$ cat config.mk
export PLATFORM = sky130hd
export DESIGN_NAME = rgb_keyframe_interpolator
export DESIGN_NICKNAME = d
export VERILOG_FILES = /design/src/hw/rtl/rki_pkg.sv /design/src/hw/rtl/rki_div_lane.sv /design/src/hw/rtl/rgb_keyframe_interpolator.sv
export VERILOG_INCLUDE_DIRS = /design/src /design/src/hw/rtl
export SDC_FILE = /design/constraint.sdc
export NUM_CORES = 2
export LEC_CHECK = 0
export BUFFER_PORTS_ARGS = -buffer_cell sky130_fd_sc_hd__buf_2
export CORE_MARGIN = 2
export CORE_UTILIZATION = 54
export DETAILED_ROUTE_END_ITERATION = 8
export PLACE_DENSITY = 0.74
export REMOVE_ABC_BUFFERS = 1
export SYNTH_ARGS = -nofsm -noshare
export SYNTH_HDL_FRONTEND = slang
export SYNTH_HIERARCHICAL = 1
export SYNTH_SLANG_ARGS = --single-unit
$ cat constraint.sdc
create_clock -name clk_i -period 15.15 [get_ports clk_i]
set_input_delay 3.03 -clock clk_i [delete_from_list [all_inputs] [get_ports clk_i]]
set_output_delay 3.03 -clock clk_i [all_outputs]
set_load 0.1 [all_outputs]
$ cat src/hw/rtl/rgb_keyframe_interpolator_macros.svh
// Assertion macros shared by the RTL of the keyframe interpolator.
// Each macro expects clk_i and rst_ni to be visible where it is used.
`ifndef RGB_KEYFRAME_INTERPOLATOR_MACROS_SVH
`define RGB_KEYFRAME_INTERPOLATOR_MACROS_SVH

// The consequent must hold in the same cycle as the antecedent.
`define RKI_ASSERT_SAME(lbl, ante, cons, msg) \
  lbl: assert property (@(posedge clk_i) disable iff (!rst_ni) (ante) |-> (cons)) \
    else $error(msg);

// The consequent must hold in the cycle after the antecedent.
`define RKI_ASSERT_NEXT(lbl, ante, cons, msg) \
  lbl: assert property (@(posedge clk_i) disable iff (!rst_ni) (ante) |=> (cons)) \
    else $error(msg);

`endif

$ cat src/hw/rtl/rki_pkg.sv
package rki_pkg;

  // Ring geometry.
  localparam int RING_DEPTH = 16;
  localparam int SLOT_W     = $clog2(RING_DEPTH);
  localparam int CNT_W      = $clog2(RING_DEPTH);

  // Field widths.
  localparam int LVL_W      = 8;
  localparam int DUR_W      = 16;
  localparam int QUEUED_W   = 4;
  localparam int QUEUED_MAX = 15;

  // Bit-serial divider: one quotient bit per step.
  localparam int QUO_W      = LVL_W;
  localparam int STEP_W     = $clog2(QUO_W);
  localparam int PROD_W     = LVL_W + DUR_W;

  // Number of interpolated colour channels.
  localparam int NUM_CH     = 3;

  // Input operation codes.
  localparam logic OP_TICK = 1'b0;
  localparam logic OP_LOAD = 1'b1;

  typedef struct packed {
    logic [LVL_W-1:0] red;
    logic [LVL_W-1:0] green;
    logic [LVL_W-1:0] blue;
    logic [LVL_W-1:0] vibro;
    logic [DUR_W-1:0] dur;
  } keyframe_t;

  typedef struct packed {
    logic load;
    logic step;
  } div_ctrl_t;

endpackage

$ cat src/hw/rtl/rki_div_lane.sv
// One interpolation term: level times factor, divided by the divisor one
// quotient bit per step. The quotient always fits in QUO_W bits because the
// factor never exceeds the divisor.
module rki_div_lane (
  input  logic                          clk_i,
  input  rki_pkg::div_ctrl_t            ctrl_i,
  input  logic [rki_pkg::LVL_W-1:0]     level_i,
  input  logic [rki_pkg::DUR_W-1:0]     factor_i,
  input  logic [rki_pkg::DUR_W-1:0]     divisor_i,
  output logic [rki_pkg::QUO_W-1:0]     quo_o
);

  logic [rki_pkg::PROD_W-1:0]  prod;
  logic [rki_pkg::DUR_W:0]     trial;
  logic [rki_pkg::DUR_W:0]     diff;
  logic                        fits;

  logic [rki_pkg::DUR_W-1:0]   rem_q, rem_d;
  logic [rki_pkg::LVL_W-1:0]   low_q, low_d;
  logic [rki_pkg::QUO_W-1:0]   quo_q, quo_d;

  assign prod  = rki_pkg::PROD_W'(level_i) * rki_pkg::PROD_W'(factor_i);
  assign trial = {rem_q, low_q[rki_pkg::LVL_W-1]};
  assign diff  = trial - {1'b0, divisor_i};
  assign fits  = (trial >= {1'b0, divisor_i});

  always_comb begin
    rem_d = rem_q;
    low_d = low_q;
    quo_d = quo_q;
    if (ctrl_i.load) begin
      rem_d = prod[rki_pkg::PROD_W-1:rki_pkg::LVL_W];
      low_d = prod[rki_pkg::LVL_W-1:0];
      quo_d = '0;
    end else if (ctrl_i.step) begin
      rem_d = fits ? diff[rki_pkg::DUR_W-1:0] : trial[rki_pkg::DUR_W-1:0];
      low_d = {low_q[rki_pkg::LVL_W-2:0], 1'b0};
      quo_d = {quo_q[rki_pkg::QUO_W-2:0], fits};
    end
  end

  always_ff @(posedge clk_i) begin
    rem_q <= rem_d;
    low_q <= low_d;
    quo_q <= quo_d;
  end

  assign quo_o = quo_q;

endmodule

$ cat src/hw/rtl/rgb_keyframe_interpolator.sv
// RGB keyframe interpolator. Each word on the input channel is either a
// load, which appends a keyframe (red, green, blue, vibration and a duration
// in milliseconds) to a ring of RING_DEPTH slots, or a tick, which stands for
// one millisecond. Every input word yields exactly one output word carrying
// the shown levels, the number of keyframes still waiting (saturated at 15)
// and a flag set when a load found the ring full; the ring holds at most
// RING_DEPTH-1 waiting keyframes. A load goes from capture of the word
// straight to the update step. A tick passes through capture of the word,
// forming of the six products, the bit-serial division of those products
// by the duration in six parallel lanes, and the update of the state and
// the output register. The eight division steps set the tick rate.
// The keyframe store is cleared at reset through a valid bit per slot, so
// no clearing pass is needed and the block is ready straight after reset.
// The input channel takes a new word while an earlier result still waits
// in the output register; the block only holds off at its final update
// step until that register is free.
`include "rgb_keyframe_interpolator_macros.svh"

module rgb_keyframe_interpolator (
  input  logic                           clk_i,
  input  logic                           rst_ni,

  input  logic                           in_valid_i,
  output logic                           in_stall_o,
  input  logic                           op_i,
  input  logic [rki_pkg::LVL_W-1:0]      key_red_i,
  input  logic [rki_pkg::LVL_W-1:0]      key_green_i,
  input  logic [rki_pkg::LVL_W-1:0]      key_blue_i,
  input  logic [rki_pkg::LVL_W-1:0]      key_vibro_i,
  input  logic [rki_pkg::DUR_W-1:0]      key_duration_ms_i,

  output logic                           out_valid_o,
  input  logic                           out_stall_i,
  output logic [rki_pkg::LVL_W-1:0]      red_o,
  output logic [rki_pkg::LVL_W-1:0]      green_o,
  output logic [rki_pkg::LVL_W-1:0]      blue_o,
  output logic [rki_pkg::LVL_W-1:0]      vibro_o,
  output logic [rki_pkg::QUEUED_W-1:0]   queued_o,
  output logic                           load_refused_o
);

  // Sequencer states.
  localparam logic [1:0] ST_IDLE = 2'd0;
  localparam logic [1:0] ST_CALC = 2'd1;
  localparam logic [1:0] ST_DIV  = 2'd2;
  localparam logic [1:0] ST_WB   = 2'd3;

  localparam int PEXT_W = rki_pkg::CNT_W + rki_pkg::QUEUED_W;

  logic [1:0]                      state_q, state_d;
  logic [rki_pkg::STEP_W-1:0]      step_q, step_d;

  // Captured input word.
  logic                            op_q;
  rki_pkg::keyframe_t              key_q;

  // Ring bookkeeping.
  logic [rki_pkg::SLOT_W-1:0]      load_q, play_q;
  logic [rki_pkg::CNT_W-1:0]       pend_q;
  logic [rki_pkg::DUR_W-1:0]       el_q;
  logic [rki_pkg::LVL_W-1:0]       shown_r_q, shown_g_q, shown_b_q, shown_v_q;

  // Keyframe store with a valid bit per slot; an unwritten slot reads as zero.
  rki_pkg::keyframe_t              mem_q [rki_pkg::RING_DEPTH];
  logic [rki_pkg::RING_DEPTH-1:0]  kf_valid_q;
  rki_pkg::keyframe_t              rd_nx_q, rd_cu_q;
  logic [rki_pkg::SLOT_W-1:0]      prev_slot;

  // Output register.
  logic                            out_valid_q;
  logic [rki_pkg::LVL_W-1:0]       out_r_q, out_g_q, out_b_q, out_v_q;
  logic [rki_pkg::QUEUED_W-1:0]    out_queued_q;
  logic                            out_refused_q;

  // Datapath.
  logic [rki_pkg::DUR_W-1:0]       el_inc, dur_p, e_ms, pe_ms;
  logic                            take, refused, commit, accept;
  rki_pkg::div_ctrl_t              div_ctrl;
  logic [rki_pkg::LVL_W-1:0]       cur_lvl [rki_pkg::NUM_CH];
  logic [rki_pkg::LVL_W-1:0]       nx_lvl  [rki_pkg::NUM_CH];
  logic [rki_pkg::QUO_W-1:0]       quo_from [rki_pkg::NUM_CH];
  logic [rki_pkg::QUO_W-1:0]       quo_to   [rki_pkg::NUM_CH];
  logic [rki_pkg::LVL_W-1:0]       blend [rki_pkg::NUM_CH];
  logic [rki_pkg::CNT_W-1:0]       pend_d;
  logic [PEXT_W-1:0]               pend_ext;
  logic [rki_pkg::QUEUED_W-1:0]    queued_d;
  logic [rki_pkg::SLOT_W:0]        fill_sum;
  logic [rki_pkg::SLOT_W-1:0]      fill_slot;

  assign accept     = in_valid_i && !in_stall_o;
  assign in_stall_o = (state_q != ST_IDLE);
  assign commit     = (state_q == ST_WB) && (!out_valid_q || !out_stall_i);

  assign prev_slot = (play_q == '0) ? rki_pkg::SLOT_W'(rki_pkg::RING_DEPTH - 1)
                                    : play_q - 1'b1;

  // The elapsed counter saturates rather than wrapping.
  assign el_inc = (el_q == '1) ? el_q : el_q + 1'b1;
  assign dur_p  = rd_nx_q.dur;
  assign e_ms   = (el_inc > dur_p) ? dur_p : el_inc;
  assign pe_ms  = dur_p - e_ms;
  assign take   = (pend_q != '0) && (dur_p <= el_inc);
  assign refused = (pend_q >= rki_pkg::CNT_W'(rki_pkg::RING_DEPTH - 1));

  // Sequencer.
  always_comb begin
    state_d       = state_q;
    step_d        = step_q;
    div_ctrl.load = 1'b0;
    div_ctrl.step = 1'b0;
    case (state_q)
      ST_IDLE: begin
        if (accept) begin
          state_d = (op_i == rki_pkg::OP_LOAD) ? ST_WB : ST_CALC;
        end
      end
      ST_CALC: begin
        div_ctrl.load = 1'b1;
        step_d        = '0;
        state_d       = ST_DIV;
      end
      ST_DIV: begin
        div_ctrl.step = 1'b1;
        step_d        = step_q + 1'b1;
        if (step_q == rki_pkg::STEP_W'(rki_pkg::QUO_W - 1)) begin
          state_d = ST_WB;
        end
      end
      ST_WB: begin
        if (commit) begin
          state_d = ST_IDLE;
        end
      end
      default: begin
        state_d = ST_IDLE;
      end
    endcase
  end

  always_ff @(posedge clk_i or negedge rst_ni) begin
    if (!rst_ni) begin
      state_q <= ST_IDLE;
      step_q  <= '0;
    end else begin
      state_q <= state_d;
      step_q  <= step_d;
    end
  end

  always_ff @(posedge clk_i) begin
    if (accept) begin
      op_q      <= op_i;
      key_q.red   <= key_red_i;
      key_q.green <= key_green_i;
      key_q.blue  <= key_blue_i;
      key_q.vibro <= key_vibro_i;
      key_q.dur   <= key_duration_ms_i;
    end
  end

  // Keyframe store: written at the load slot, read at the next and the
  // previous slot every cycle. The slots only move at a commit, so the data
  // read at acceptance is settled by the time the products are formed.
  always_ff @(posedge clk_i) begin
    if (commit && (op_q == rki_pkg::OP_LOAD) && !refused) begin
      mem_q[load_q] <= key_q;
    end
  end

  always_ff @(posedge clk_i) begin
    rd_nx_q <= kf_valid_q[play_q]    ? mem_q[play_q]    : '0;
    rd_cu_q <= kf_valid_q[prev_slot] ? mem_q[prev_slot] : '0;
  end

  // Six division lanes: the outgoing and incoming term of each colour.
  assign cur_lvl[0] = rd_cu_q.red;
  assign cur_lvl[1] = rd_cu_q.green;
  assign cur_lvl[2] = rd_cu_q.blue;
  assign nx_lvl[0]  = rd_nx_q.red;
  assign nx_lvl[1]  = rd_nx_q.green;
  assign nx_lvl[2]  = rd_nx_q.blue;

  for (genvar ch = 0; ch < rki_pkg::NUM_CH; ch++) begin : g_ch
    rki_div_lane u_from (
      .clk_i     (clk_i),
      .ctrl_i    (div_ctrl),
      .level_i   (cur_lvl[ch]),
      .factor_i  (pe_ms),
      .divisor_i (dur_p),
      .quo_o     (quo_from[ch])
    );

    rki_div_lane u_to (
      .clk_i     (clk_i),
      .ctrl_i    (div_ctrl),
      .level_i   (nx_lvl[ch]),
      .factor_i  (e_ms),
      .divisor_i (dur_p),
      .quo_o     (quo_to[ch])
    );

    // The two truncated terms are added and wrap to eight bits.
    assign blend[ch] = quo_from[ch] + quo_to[ch];
  end

  // Pending count after this word, and the saturated copy shown to the user.
  always_comb begin
    pend_d = pend_q;
    if (op_q == rki_pkg::OP_LOAD) begin
      if (!refused) begin
        pend_d = pend_q + 1'b1;
      end
    end else if (take) begin
      pend_d = pend_q - 1'b1;
    end
  end

  assign pend_ext = PEXT_W'(pend_d);
  assign queued_d = (pend_ext > PEXT_W'(rki_pkg::QUEUED_MAX)) ? '1
                                                            : pend_ext[rki_pkg::QUEUED_W-1:0];

  // State update at commit.
  always_ff @(posedge clk_i or negedge rst_ni) begin
    if (!rst_ni) begin
      load_q     <= '0;
      play_q     <= '0;
      pend_q     <= '0;
      el_q       <= '0;
      shown_r_q  <= '0;
      shown_g_q  <= '0;
      shown_b_q  <= '0;
      shown_v_q  <= '0;
      kf_valid_q <= '0;
    end else if (commit) begin
      pend_q <= pend_d;
      if (op_q == rki_pkg::OP_LOAD) begin
        if (!refused) begin
          kf_valid_q[load_q] <= 1'b1;
          load_q <= (load_q == rki_pkg::SLOT_W'(rki_pkg::RING_DEPTH - 1)) ? '0
                                                                        : load_q + 1'b1;
        end
      end else if (take) begin
        // The next keyframe has been reached: show it whole and move on.
        shown_r_q <= rd_nx_q.red;
        shown_g_q <= rd_nx_q.green;
        shown_b_q <= rd_nx_q.blue;
        shown_v_q <= rd_nx_q.vibro;
        play_q    <= (play_q == rki_pkg::SLOT_W'(rki_pkg::RING_DEPTH - 1)) ? '0
                                                                         : play_q + 1'b1;
        el_q      <= '0;
      end else begin
        el_q <= el_inc;
        if ((pend_q != '0) && (dur_p != '0)) begin
          shown_r_q <= blend[0];
          shown_g_q <= blend[1];
          shown_b_q <= blend[2];
        end
      end
    end
  end

  // Output register. A load shows the levels from before the word, which
  // the shown registers still hold at the commit edge.
  always_ff @(posedge clk_i or negedge rst_ni) begin
    if (!rst_ni) begin
      out_valid_q <= 1'b0;
    end else if (commit) begin
      out_valid_q <= 1'b1;
    end else if (!out_stall_i) begin
      out_valid_q <= 1'b0;
    end
  end

  always_ff @(posedge clk_i) begin
    if (commit) begin
      out_queued_q  <= queued_d;
      out_refused_q <= (op_q == rki_pkg::OP_LOAD) && refused;
      if ((op_q == rki_pkg::OP_TICK) && take) begin
        out_r_q <= rd_nx_q.red;
        out_g_q <= rd_nx_q.green;
        out_b_q <= rd_nx_q.blue;
        out_v_q <= rd_nx_q.vibro;
      end else if ((op_q == rki_pkg::OP_TICK) && (pend_q != '0) && (dur_p != '0)) begin
        out_r_q <= blend[0];
        out_g_q <= blend[1];
        out_b_q <= blend[2];
        out_v_q <= shown_v_q;
      end else begin
        out_r_q <= shown_r_q;
        out_g_q <= shown_g_q;
        out_b_q <= shown_b_q;
        out_v_q <= shown_v_q;
      end
    end
  end

  assign out_valid_o    = out_valid_q;
  assign red_o          = out_r_q;
  assign green_o        = out_g_q;
  assign blue_o         = out_b_q;
  assign vibro_o        = out_v_q;
  assign queued_o       = out_queued_q;
  assign load_refused_o = out_refused_q;

  // The load slot always sits pending_count slots after the play slot.
  assign fill_sum  = {1'b0, play_q} + (rki_pkg::SLOT_W + 1)'(pend_q);
  assign fill_slot = (fill_sum >= (rki_pkg::SLOT_W + 1)'(rki_pkg::RING_DEPTH))
                   ? rki_pkg::SLOT_W'(fill_sum - (rki_pkg::SLOT_W + 1)'(rki_pkg::RING_DEPTH))
                   : fill_sum[rki_pkg::SLOT_W-1:0];

  `RKI_ASSERT_SAME(a_ring_consistent, 1'b1, fill_slot == load_q, "ring pointers disagree with count")
  `RKI_ASSERT_SAME(a_refused_full, out_valid_q && out_refused_q, pend_q == rki_pkg::CNT_W'(rki_pkg::RING_DEPTH - 1), "refusal shown while ring not full")
  `RKI_ASSERT_NEXT(a_tick_divides, accept && (op_i == rki_pkg::OP_TICK), state_q == ST_CALC, "tick skipped the division")
  `RKI_ASSERT_SAME(a_wb_waits, (state_q == ST_WB) && out_valid_q && out_stall_i, !commit, "result overwritten while stalled")

endmodule
Word level (Yosys, flattened, before mapping) --
Memories as Yosys holds them, arrays and structs flattened. A register that Yosys moved wholly into a read port is not among the register bits. Cells that the tools add are included.
Operators by class: muxes and demuxes 70, eq/ne operators 11, bitwise logic cells 3, multiply operators 6, magnitude comparators 14, reduce and logical (&&, ||, !) cells 31, add/subtract/negate cells 17
Operators by type and width (number):
- 16-bit two-way mux | 21
- 8-bit two-way mux | 25
- 8-bit by 16-bit multiplier with 24-bit output | 6
- 16-bit subtractor | 7
- 17-bit by 16-bit >= comparator with 1-bit output | 6
- 8-bit adder | 3
- 4-bit two-way mux | 6
- 16-bit by 1-bit adder with 16-bit output (second input constant) | 1
- 16-bit == test (second input constant) | 1
- 16-bit > comparator | 1
- 16-bit less-or-equal comparator | 1
- 16-bit bitwise OR | 1
- 16-bit nonzero test | 1
- 4-bit by 5-bit less-than comparator with 1-bit output (second input constant) | 3
- 4-bit by 1-bit adder with 4-bit output (second input constant) | 3
- 3-bit AND reduction | 4
- 1-bit logical AND | 11
- 1-bit two-way mux | 9
- 1-bit binary-select mux with 4-bit select | 2
- 4-bit == test (second input constant) | 2
- 2-bit two-way mux | 4
- 2-bit one-hot mux with 4 select lines | 1
- 2-bit nonzero test | 4
- 4-bit by 1-bit subtractor with 4-bit output (second input constant) | 2
- 18 further kinds | 27
Word-level totals: memories 1, bits of input ports 53, register bits 360, output and inout port bits 39, memory bits (writable) 768, logic and storage cells 195
Memories:
- mem_q | depth 16, bits a word 48, rd ports 2, clocked after memory_dff 2, write ports 1, RTL line rgb_keyframe_interpolator.sv:64 | rki_pkg::keyframe_t mem_q [rki_pkg::RING_DEPTH];

Logic depth before layout (Yosys ltp) --
depth after elaboration 7, gate-level depth with buffers 46, depth with buffers taken out 44

By module --
The synthesis kept the hierarchy.
Modules (own cells, without submodules):
- rgb_keyframe_interpolator | instances 1, seq. area each 29137.9 um^2, area each 43616.8 um^2, cells an instance 2470
- rki_div_lane at g_ch[1].u_to ... | instances 2, seq. area each 880.8 um^2, area each 6339.8 um^2, cells an instance 693
- rki_div_lane at g_ch[0].u_to | instances 1, seq. area each 880.8 um^2, area each 6505.0 um^2, cells an instance 722
- rki_div_lane at g_ch[0].u_from | instances 1, seq. area each 880.8 um^2, area each 6423.7 um^2, cells an instance 724
- rki_div_lane at g_ch[1].u_from | instances 1, seq. area each 880.8 um^2, area each 6332.3 um^2, cells an instance 720
- rki_div_lane at g_ch[2].u_to | instances 1, seq. area each 880.8 um^2, area each 6217.2 um^2, cells an instance 680

Worst setup path after synthesis --
OpenSTA, ideal clock, no wires.
kind register -> register, start reg el_q[0] (netlist bit), end reg g_ch[0].u_from/rem_q[15] (netlist bit) (data pin), stages on the path, launching flop included 44, period minus slack after synthesis 12262 ps, path buffers 4, data required time 14882 ps, setup slack 2888 ps, arrival 11994 ps, setup time 268 ps, cells stage by stage dfrtp_1 > ha_1 > nand3_1 > or4_1 > clkbuf_1 > nand4_1 > xnor2_1 > inv_1 > ha_1 > a21o_1 > a21o_1 > a221o_1 > a311o_1 > o211ai_4 > nand2_1 > clkbuf_1 > buf_1 > o21ai_0 > [... 8 more ...] > a211oi_1 > and2_1 > fa_1 > fa_1 > fa_1 > inv_1 > fa_1 > inv_1 > ha_1 > buf_6 > and4_4 > a41o_1 > or3_1 > a21oi_2 > o21ai_2 > a311oi_2 > xnor2_1 > mux2i_1
Between the ends: word-level cells in the longest chain between the ends 7, elaborated cells between the ends (all ways) 8, classes of those cells add/sub: 2; mul: 1; order compare: 1; eq/ne: 1; mux: 3
RTL lines:
- start, declared | RTL line rgb_keyframe_interpolator.sv:60 | logic [rki_pkg::DUR_W-1:0] el_q;
- start signal, assigned | RTL line rgb_keyframe_interpolator.sv:252 | el_q <= el_inc;
- 16-bit by 1-bit adder with 16-bit output or 16-bit == test (tied branches) | RTL line rgb_keyframe_interpolator.sv:98 | assign el_inc = (el_q == '1) ? el_q : el_q + 1'b1;
- 16-bit two-way mux (*) | RTL line rgb_keyframe_interpolator.sv:98
- 16-bit > comparator | RTL line rgb_keyframe_interpolator.sv:100 | assign e_ms = (el_inc > dur_p) ? dur_p : el_inc;
- 16-bit two-way mux (*) | RTL line rgb_keyframe_interpolator.sv:100
- via e_ms (one bit) | RTL line rgb_keyframe_interpolator.sv:76 | logic [rki_pkg::DUR_W-1:0] el_inc, dur_p, e_ms, pe_ms;
- 16-bit subtractor (*) | RTL line rgb_keyframe_interpolator.sv:101 | assign pe_ms = dur_p - e_ms;
- via pe_ms (one bit) | RTL line rgb_keyframe_interpolator.sv:76
- 8-bit by 16-bit multiplier with 24-bit output (*) | RTL line rki_div_lane.sv:22 | assign prod = rki_pkg::PROD_W'(level_i) * rki_pkg::PROD_W'(factor_i);
- 16-bit two-way mux (*) | RTL line rki_div_lane.sv:31 | if (ctrl_i.load) begin
- via g_ch[0].u_from.rem_d (one bit) | RTL line rki_div_lane.sv:18 | logic [rki_pkg::DUR_W-1:0] rem_q, rem_d;
- end signal, assigned | RTL line rki_div_lane.sv:43 | rem_q <= rem_d;
- end, declared | RTL line rki_div_lane.sv:18
Mark *: on every way through the listed nets, which the timed path passes. The rest lies on a longest branch. A chain may end at the register's enable or synchronous reset.

Worst setup path after layout --
start reg el_q[0] (netlist bit), end reg g_ch[0].u_from/rem_q[14] (netlist bit) (data pin)
The elaborated chain is that of the path after synthesis.

==> impl_metrics.toml <==
[global_route]
grtUsageTotal = 0.275
grt_max_degree = 120
grt_pass1_vias = 55500
antenna_found_initial = 15
grt_pass1_wl_mm = 324
gr-total-overflow = 0

[finish]
drive_above_1_share = 0.135
final_area_um2 = 89100
nets = 7756
fin_cells = 8900
synthToLayoutAreaGrowth_pct = 8.90
nFillCells = 11700

[setup_path]
setup.worst_path.start_class = "register"
slowest_delay_ns = 0.74
ff2ff_setup_slack_ns = 2.85
cp_slowest_cell = "xnor2_2"
crit_arrival_ns = 12.82
crit_path_end_kind = "register"
worstPathRequired_ns = 15.67
critPathKind = "reg2reg"
regToRegStartpoint = "el_q[0]"
crit-reg2reg-capture = "g_ch[0].u_from/rem_q[14]"
r2r_cells = 40
worst-path-max-fanout = 25

[clock_tree]
cts_setup_buffers = 0
cts-buffers-inserted = 130
path_clk_slew_ns = 0.06
htreeDepth = 4
cts_buffer_depth = 3
cts_tree = "done"
postCtsHoldBufs = 0
cts_resized = 0
clk_latency_ns = 0.81
cts-root-buf = "clkbuf_16"
cts.sinks = 1200

[yosys]
netlist_area_um2 = 81800
synth_edf_count = 998
async_flop_share = 0.0683
ys_seq_elements = 1200
syn_avg_cell_area_um2 = 12.2
synth_cells = 6702
ys.flop_type = "edfxtp_1"
synth_seq_area_share = 0.421
yosys.cell_types.count = 121
yosysWarnings = 6

[routing]
vias_per_cell = 6.04
wl_mm = 209
drt_iter0_markers = 4802
num_vias = 53800
remaining_drc_errors = 0
drt-pass1-iter-count = 6
ant_nets = 0
post_drt_wl_per_cell_um = 23.4

[floorplanning]
coreArea_um2 = 150000
rows = 142
dieArea_um2 = 155000
die_h_um = 393
initial_core_util = 0.545
io_pins = 92
die_x_um = 393

[timing]
relSlewSlack = 0.176
max_freq_mhz = 81.3
hold_viol = 0
period_needed_ns = 12.30
fin_crit_sh = 0.812
slew_viol_final = 0
setup_viol_count_final = 0
tightest_slew_ns = 1.24
rsz0062_at_grt = "false"
clock-skew-final_ns = 0.0664

[place]
gp_congestion = 0.889
io_buffers = 91
place_inst = 8658
dpl_cell_area_um2 = 84700
place_hpwl_mm = 132

[worst_hold_path]
min_from = "step_q[0]"
whs_path_depth = 1
hold_class = "reg2reg"
min_to = "step_q[0]"

[run]
max_cap_violations = 0

[outcome]
status = "completed"
[metal layers]
layer	global-route usage	vias to the layer above	share of wire
met3	0.0564	499	0.086
met4	0.115	8	0.043
met2	0.453	2389	0.48
li1	-	23800	-
met1	0.355	27100	0.39
met5	0	-	0.00026
[cell usage after synthesis (all sizes together), types with 65 or more instances]
cell type | instances | share of area
dfrtp | 82 | 0.025
fa | 514 | 0.13
nand3 | 108 | 0.0066
mux2i | 177 | 0.022
mux4 | 345 | 0.095
ha | 415 | 0.063
xnor2 | 146 | 0.016
nor2 | 258 | 0.012
and2 | 660 | 0.051
a21oi | 236 | 0.015
inv | 772 | 0.035
nand2 | 504 | 0.023
clkbuf | 186 | 0.0086
buf | 66 | 0.0050
edfxtp | 998 | 0.37
o21ai | 235 | 0.015
a21o | 65 | 0.0060
nor2b | 77 | 0.0062
dfxtp | 120 | 0.029
[flip-flops by register name, indices dropped and copies added, names as in the netlist, 16 cells and up]
signal / flops
g_ch.u_from/quo_o: 24
mem_q: 768
g_ch.u_from/rem_q: 48
g_ch.u_to/rem_q: 48
kf_valid_q: 16
g_ch.u_from/low_q: 24
nx_lvl: 24
dur_p: 16
g_ch.u_to/quo_o: 24
cur_lvl: 24
g_ch.u_to/low_q: 24
key_q: 48
el_q: 16
[worst max-delay path: cells and delay by family, from the launching register on]
| family | cells | cell delay, ns |
|---|---|---|
| and+or+nand+nor | 10 | 1.97 |
| adders and majority gates | 10 | 4.17 |
| xor gates and xnor gates | 2 | 1.00 |
| DFF | 1 | 0.48 |
| AOI/OAI and AO/OA | 13 | 3.39 |
| buffers and inverters | 5 | 1.04 |
[layout by cell type (no fill, tap or decap), types with 60 or more instances in the layout]
| cell | synthesis | final |
|---|---|---|
| edfxtp_1 | 998 | 998 |
| inv_1 | 770 | 769 |
| and2_1 | 656 | 654 |
| fa_1 | 514 | 514 |
| nand2_1 | 503 | 503 |
| ha_1 | 415 | 412 |
| mux4_2 | 345 | 345 |
| nor2_1 | 257 | 245 |
| a21oi_1 | 227 | 226 |
| o21ai_0 | 208 | 200 |
| mux2i_1 | 177 | 177 |
| xnor2_1 | 146 | 140 |
| clkbuf_16 | 0 | 132 |
| dfxtp_1 | 120 | 116 |
| nand3_1 | 108 | 107 |
| buf_4 | 3 | 102 |
| buf_2 | 18 | 90 |
| dfrtp_1 | 82 | 78 |
| nor2b_1 | 74 | 74 |
| xor2_1 | 64 | 63 |
| a21o_1 | 62 | 62 |
| mux2_2 | 60 | 60 |
[how the worst max path moves through the flow]
stage                                to  slack [ns]  cells after the start      start
3_5_place_dp   g_ch[0].u_from/rem_q[15]        3.02                     43    el_q[0]
6_report       g_ch[0].u_from/rem_q[14]        2.85                     40    el_q[0]
5_1_grt        g_ch[0].u_from/rem_q[14]        2.04                     40    el_q[0]
2_1_floorplan                cur_lvl[0]       -3.76                      6  play_q[0]
3_3_place_gp   g_ch[0].u_from/rem_q[15]        3.19                     43    el_q[0]
4_1_cts        g_ch[0].u_from/rem_q[15]        2.99                     43    el_q[0]
[final cells by class]
cell class | count | area [µm²] | area share
clock inverter | 66 | 818 | 0.00919
tap | 2016 | 2520 | 0.0283
timing repair buffer | 193 | 1240 | 0.0139
inverter | 774 | 2910 | 0.0326
antenna | 1 | 2.50 | 0.0000281
sequential | 1200 | 34400 | 0.387
clock buffer | 175 | 3500 | 0.0394
multi-input combinational | 4475 | 43600 | 0.490
[stage by stage]
step | worst slack, ns | util | setup TNS, ns | hold slack, ns
2_1_floorplan | -3.76 | - | -90.13 | 0.450
3_3_place_gp | 3.19 | 0.564 | 0 | 0.462
3_5_place_dp | 3.02 | 0.564 | 0 | 0.471
4_1_cts | 2.99 | 0.593 | 0 | 0.484
5_1_grt | 2.04 | 0.593 | 0 | 0.512
6_report | 2.85 | 0.593 | 0 | 0.483
[cell families (layout without fill, tap and decap cells)]
logic type	after synthesis	after routing	synth area share
and+or+nand+nor	1835	1835	0.116
xor gates and xnor gates	211	211	0.0228
other	0	1	0
DFF	1200	1200	0.421
muxes	585	585	0.125
adders and majority gates	938	938	0.190
AOI/OAI and AO/OA	906	906	0.0749
buffers and inverters	1027	1208	0.0492
Power is not shown: default switching activity piles up to over one toggle a cycle in this logic, so the estimate is an artifact.
